[config.mk]
export PLATFORM = sky130hd
export DESIGN_NAME = pajm_ctrl
export DESIGN_NICKNAME = d
export VERILOG_FILES = /design/src/hw/rtl/pajm_pkg.sv /design/src/hw/rtl/pajm_ctrl.sv
export SDC_FILE = /design/constraint.sdc
export NUM_CORES = 1
export LEC_CHECK = 0
export BUFFER_PORTS_ARGS = -buffer_cell sky130_fd_sc_hd__buf_2
export CAP_MARGIN = 20
export CORE_MARGIN = 2
export CORE_UTILIZATION = 45
export CTS_CLUSTER_DIAMETER = 100
export DETAILED_ROUTE_END_ITERATION = 10
export GPL_ROUTABILITY_DRIVEN = 0
export PLACE_DENSITY = 0.77
export REMOVE_ABC_BUFFERS = 1
export SKIP_LAST_GASP = 1
export SLEW_MARGIN = 20
export SYNTH_ARGS = -nofsm -noshare
export SYNTH_HDL_FRONTEND = slang
export SYNTH_SLANG_ARGS = --single-unit
[constraint.sdc]
create_clock -name i_clk -period 1.8 [get_ports i_clk]
set_input_delay 0.09 -clock i_clk [delete_from_list [all_inputs] [get_ports i_clk]]
set_output_delay 0.09 -clock i_clk [all_outputs]
set_load 0.02 [all_outputs]
[src/hw/rtl/pajm_pkg.sv]
`timescale 1ns / 1ps

package pajm_pkg;

    localparam int TIME_W     = 32;
    localparam int CFG_W      = 16;
    localparam int CFG_IDX_W  = 2;
    localparam int DIV_W      = 64;
    localparam int DEV_W      = 56;
    localparam int RATE_W     = 26;
    localparam int JIT_W      = 24;
    localparam int GAP_W      = 16;
    localparam int LOSS_W     = 15;
    localparam int RSCALE_W   = 18;
    localparam int LSCALE_W   = 15;
    localparam int MISS_W     = 31;

    localparam logic [CFG_IDX_W-1:0] REG_WINDOW  = 2'd0;
    localparam logic [CFG_IDX_W-1:0] REG_NOMINAL = 2'd1;

    localparam logic [CFG_W-1:0]    WINDOW_RESET = 16'd2000;
    localparam logic [RSCALE_W-1:0] RATE_SCALE   = 18'd256000;
    localparam logic [LSCALE_W-1:0] LOSS_SCALE   = 15'd25600;
    localparam logic [RATE_W-1:0]   RATE_MAX     = 26'h3FF_FFFF;
    localparam logic [JIT_W-1:0]    JIT_MAX      = 24'hFF_FFFF;
    localparam logic [GAP_W-1:0]    GAP_MAX      = 16'hFFFF;
    localparam logic [TIME_W-1:0]   SIGN_BIT     = 32'h8000_0000;

    typedef enum logic [1:0] {
        SCAN_COLLECT,
        SCAN_DEV,
        SCAN_SEL
    } t_scan;

    typedef enum logic [1:0] {
        DIV_RATE,
        DIV_JIT,
        DIV_LOSS
    } t_div_sel;

    typedef struct packed {
        logic     record;
        logic     capture;
        logic     rd_newest;
        logic     stale_cap;
        logic     scan_start;
        t_scan    scan_kind;
        logic     prep;
        logic     div_start;
        t_div_sel div_sel;
        logic     sel_update;
        logic     lm1;
        logic     lm2;
        logic     lm3;
        logic     out_load;
    } t_cmd;

    typedef struct packed {
        logic scan_done;
        logic ok;
        logic div_done;
        logic sel_last;
        logic nom_cfg_zero;
        logic loss_go;
        logic out_free;
    } t_status;

endpackage

[src/hw/rtl/pajm_ctrl.sv]
`timescale 1ns / 1ps

module pajm_ctrl import pajm_pkg::*; (
    input  logic    i_clk,
    input  logic    i_rst_n,
    input  logic    i_in_valid,
    input  logic    i_action,
    input  t_status i_status,
    output logic    o_in_stall,
    output t_cmd    o_cmd
);

    typedef enum logic [4:0] {
        ST_IDLE, ST_RD_NEWEST, ST_STALE, ST_COLLECT, ST_CHECK, ST_BRANCH,
        ST_DEV, ST_DEV_WAIT, ST_DIV_RATE, ST_WAIT_RATE, ST_DIV_JIT, ST_WAIT_JIT,
        ST_SEL_SCAN, ST_SEL_WAIT, ST_SEL_UPD, ST_LM1, ST_LM2, ST_LM3,
        ST_DIV_LOSS, ST_WAIT_LOSS, ST_FINISH
    } t_state;

    t_state r_state;
    t_state n_state;
    t_cmd   w_cmd;

    always_comb begin
        w_cmd   = '0;
        n_state = r_state;
        unique case (r_state)
            ST_IDLE: begin
                if (i_in_valid) begin
                    if (i_action) begin
                        w_cmd.capture = 1'b1;
                        n_state       = ST_RD_NEWEST;
                    end else begin
                        w_cmd.record = 1'b1;
                    end
                end
            end
            ST_RD_NEWEST: begin
                w_cmd.rd_newest = 1'b1;
                n_state         = ST_STALE;
            end
            ST_STALE: begin
                w_cmd.stale_cap  = 1'b1;
                w_cmd.scan_start = 1'b1;
                w_cmd.scan_kind  = SCAN_COLLECT;
                n_state          = ST_COLLECT;
            end
            ST_COLLECT: begin
                if (i_status.scan_done) begin
                    n_state = ST_CHECK;
                end
            end
            ST_CHECK: begin
                w_cmd.prep = 1'b1;
                n_state    = ST_BRANCH;
            end
            ST_BRANCH: begin
                n_state = i_status.ok ? ST_DEV : ST_FINISH;
            end
            ST_DEV: begin
                w_cmd.scan_start = 1'b1;
                w_cmd.scan_kind  = SCAN_DEV;
                n_state          = ST_DEV_WAIT;
            end
            ST_DEV_WAIT: begin
                if (i_status.scan_done) begin
                    n_state = ST_DIV_RATE;
                end
            end
            ST_DIV_RATE: begin
                w_cmd.div_start = 1'b1;
                w_cmd.div_sel   = DIV_RATE;
                n_state         = ST_WAIT_RATE;
            end
            ST_WAIT_RATE: begin
                if (i_status.div_done) begin
                    n_state = ST_DIV_JIT;
                end
            end
            ST_DIV_JIT: begin
                w_cmd.div_start = 1'b1;
                w_cmd.div_sel   = DIV_JIT;
                n_state         = ST_WAIT_JIT;
            end
            ST_WAIT_JIT: begin
                if (i_status.div_done) begin
                    n_state = i_status.nom_cfg_zero ? ST_SEL_SCAN : ST_LM1;
                end
            end
            ST_SEL_SCAN: begin
                w_cmd.scan_start = 1'b1;
                w_cmd.scan_kind  = SCAN_SEL;
                n_state          = ST_SEL_WAIT;
            end
            ST_SEL_WAIT: begin
                if (i_status.scan_done) begin
                    n_state = ST_SEL_UPD;
                end
            end
            ST_SEL_UPD: begin
                w_cmd.sel_update = 1'b1;
                n_state          = i_status.sel_last ? ST_LM1 : ST_SEL_SCAN;
            end
            ST_LM1: begin
                w_cmd.lm1 = 1'b1;
                n_state   = ST_LM2;
            end
            ST_LM2: begin
                w_cmd.lm2 = 1'b1;
                n_state   = ST_LM3;
            end
            ST_LM3: begin
                w_cmd.lm3 = 1'b1;
                n_state   = i_status.loss_go ? ST_DIV_LOSS : ST_FINISH;
            end
            ST_DIV_LOSS: begin
                w_cmd.div_start = 1'b1;
                w_cmd.div_sel   = DIV_LOSS;
                n_state         = ST_WAIT_LOSS;
            end
            ST_WAIT_LOSS: begin
                if (i_status.div_done) begin
                    n_state = ST_FINISH;
                end
            end
            ST_FINISH: begin
                if (i_status.out_free) begin
                    w_cmd.out_load = 1'b1;
                    n_state        = ST_IDLE;
                end
            end
            default: begin
                n_state = ST_IDLE;
            end
        endcase
    end

    always_ff @(posedge i_clk) begin
        if (!i_rst_n) begin
            r_state <= ST_IDLE;
        end else begin
            r_state <= n_state;
        end
    end

    assign o_cmd      = w_cmd;
    assign o_in_stall = (r_state != ST_IDLE);

endmodule

==> flow_metrics.tcl <==
set metrics [dict create \
    status "completed" \
    cts_made_buffers 3 \
    powerDensity_nw_per_um2 1454 \
    drv_slew 0 \
    yosysUniqueCellTypes 33 \
    cp_max_fo 9 \
    reg_top3 "r_state: 5 flops" \
    largest_reg_flops 5 \
    setup_tns_ns 0 \
    fmax_ghz 0.5895 \
    min_path_cells 3 \
    cts_hold_buffers 0 \
    synth_edf_count 0 \
    fin_skew_ns 0.001773 \
    clk_pin_slew_ns 0.04 \
    portBuffers 27 \
    cts_tree "done" \
    p_total_mw 1.173 \
    tightestPinTransition_ns 0.4838 \
    insertion_delay_ns 0.24 \
    routed_wl_um 1798 \
    finalNetCount 131 \
    regToRegSetupSlack_ns 0.10 \
    clock-root-buffer "clkbuf_4" \
    vias 774 \
    fp-row-count 13 \
    r2r_end "r_state[3]" \
    combPwrFrac 0.678 \
    maxSlewHeadroom 0.6729 \
    core_um2 1301 \
    grt_antenna_before_repair 0 \
    hpwlAfterDp_um 1364 \
    yosysTopAreaCellShare 0.1606 \
    yosys-top-cells-count "nor2_1 (14), nand2_1 (6)" \
    avgSynthCellArea_um2 7.001 \
    yosysWarnings 0 \
    synthCells 89 \
    antenna_cells 0 \
    setup_viol 0 \
    overflow 0 \
    cp.required_ns 1.95 \
    wl_per_cell_um 13.42 \
    htree_num_levels 1 \
    die-height_um 41.21 \
    holdCritStartpoint "i_rst_n" \
    endpoint_kind "register" \
    worst-r2r-cell-count 4 \
    cp-start-kind "register" \
    cp.arrival_ns 1.85 \
    synthArstFlopShare 0 \
    finalHoldViolCount 0 \
    power.static_leakage_nw 0.3756 \
    r2r-start "r_state[4]" \
    rsz0062_at_grt "no" \
    synth_most_common_cell "nor2_1" \
    power.internal_mw 0.5884 \
    drtIter0Drc 25 \
    yosysSeqAreaShare 0.1606 \
    io_pins 28 \
    yosys.area.top_type "dfxtp_1" \
    min_period_ns 1.696 \
    swShare 0.4985 \
    cts_buffer_depth 2 \
    drive_above_1_share 0.3782 \
    grt_pass1_wl_um 2829 \
    drt-pass1-iter-count 4 \
    area_growth_pct 29.52 \
    largest_register "r_state" \
    synth_flop_cell "dfxtp_1" \
    grt_max_degree 16 \
    worstSetupPathType "reg -> reg" \
    grt_pass1_vias 680 \
    synthTopCellsByArea "dfxtp_1 (16%), nor2_1 (8.4%), a31oi_1 (5.0%)" \
    synth-seq-cells 5 \
    drv_cap 0 \
    switchingPower_mw 0.5850 \
    track_usage 0.2461 \
    pwr-share-clk 0.110 \
    period_share 0.9425 \
    hold_path_end "r_state[3]" \
    die_area_um2 1698 \
    drc 0 \
    dieWidth_um 41.21 \
    hold_class "in -> reg" \
    synth.cell_area_um2 623.1 \
    ir_worst_vdd_uv 841.3 \
    start_util 0.4788 \
    final_util 0.6202 \
    viasPerCell 5.776 \
    clock-sinks 5 \
    postRouteAntennaNets 0 \
    sequentialPowerShare 0.213 \
]
[cell families after synthesis]
| kind of cell | synth area share |
|---|---|
| AND/OR/NAND/NOR | 0.4157 |
| AO/OA/AOI/OAI | 0.3213 |
| buffers and inverters | 0.1024 |
| flip-flops | 0.1606 |
[worst max-delay path by stage]
stage               slack (ns)    endpoint  cells after the start       start
finish                    0.10  r_state[3]                      4  r_state[4]
global route             0.008    o_cmd[0]                      3  r_state[4]
CTS                       0.06   o_cmd[14]                      5  r_state[1]
detailed placement        0.07  r_state[3]                      4  r_state[3]
global placement          0.17  r_state[3]                      4  r_state[3]
floorplan                 0.19  r_state[3]                      4  r_state[2]
[routing by layer]
layer	vias up	track usage	routed length, µm	share of wire
li1	386	-	-	-
met1	340	0.3057	785	0.44
met2	46	0.4336	857	0.48
met3	2	0.05435	146	0.081
met4	0	0.04032	9	0.0050
met5	-	0	0	0
[cell usage in the layout (no fill, tap or decap), types with 4 or more instances in the layout]
cell      count
a21oi_1       4
nand2_1       6
a31oi_1       5
nor2_1       14
inv_1         5
a211oi_1      4
nor2b_1       5
buf_4         6
nor3_1        5
buf_2        27
[per-stage QoR]
stage          worst slack [ns]  std cells  hold slack [ns]  area, µm²
2_1_floorplan            0.1850         82           0.2598      578.1
3_3_place_gp             0.1727        130           0.4232      777.0
3_5_place_dp            0.07091        130           0.4300      777.0
4_1_cts                 0.05659        134           0.1888      803.3
5_1_grt                0.007923        134           0.2114      807.0
6_report                 0.1036        134           0.1894      807.0
[critical path: stages, from the launching register on]
cell	delay, ns
dfxtp_1	0.51
nor2_1	0.13
o2111ai_2	0.28
or4b_1	0.48
a211oi_2	0.21
[layout make-up]
type	count	area [µm²]
fill	128	494.2
multi-input combinational	72	459.2
timing repair buffer	33	180.2
sequential	5	103.9
clock buffer	4	26.28
inverter	5	18.77
tap	15	18.77
[power groups by stage]
stage / Sequential, mW / Combinational [mW] / Clock [mW]
after CTS: 0.239 / 0.793 / 0.130
after global routing: 0.259 / 0.868 / 0.141
after floorplan: 0.248 / 0.522 / 0
final: 0.250 / 0.795 / 0.129
after detailed placement: 0.242 / 0.786 / 0
after global placement: 0.237 / 0.775 / 0
[timing repair]
action / CTS / global route
endpoints found under the setup margin: 0 / 10
resized for setup: 0 / 3
buffers inserted: 0 / 0
(Power assumes the default switching activity.)
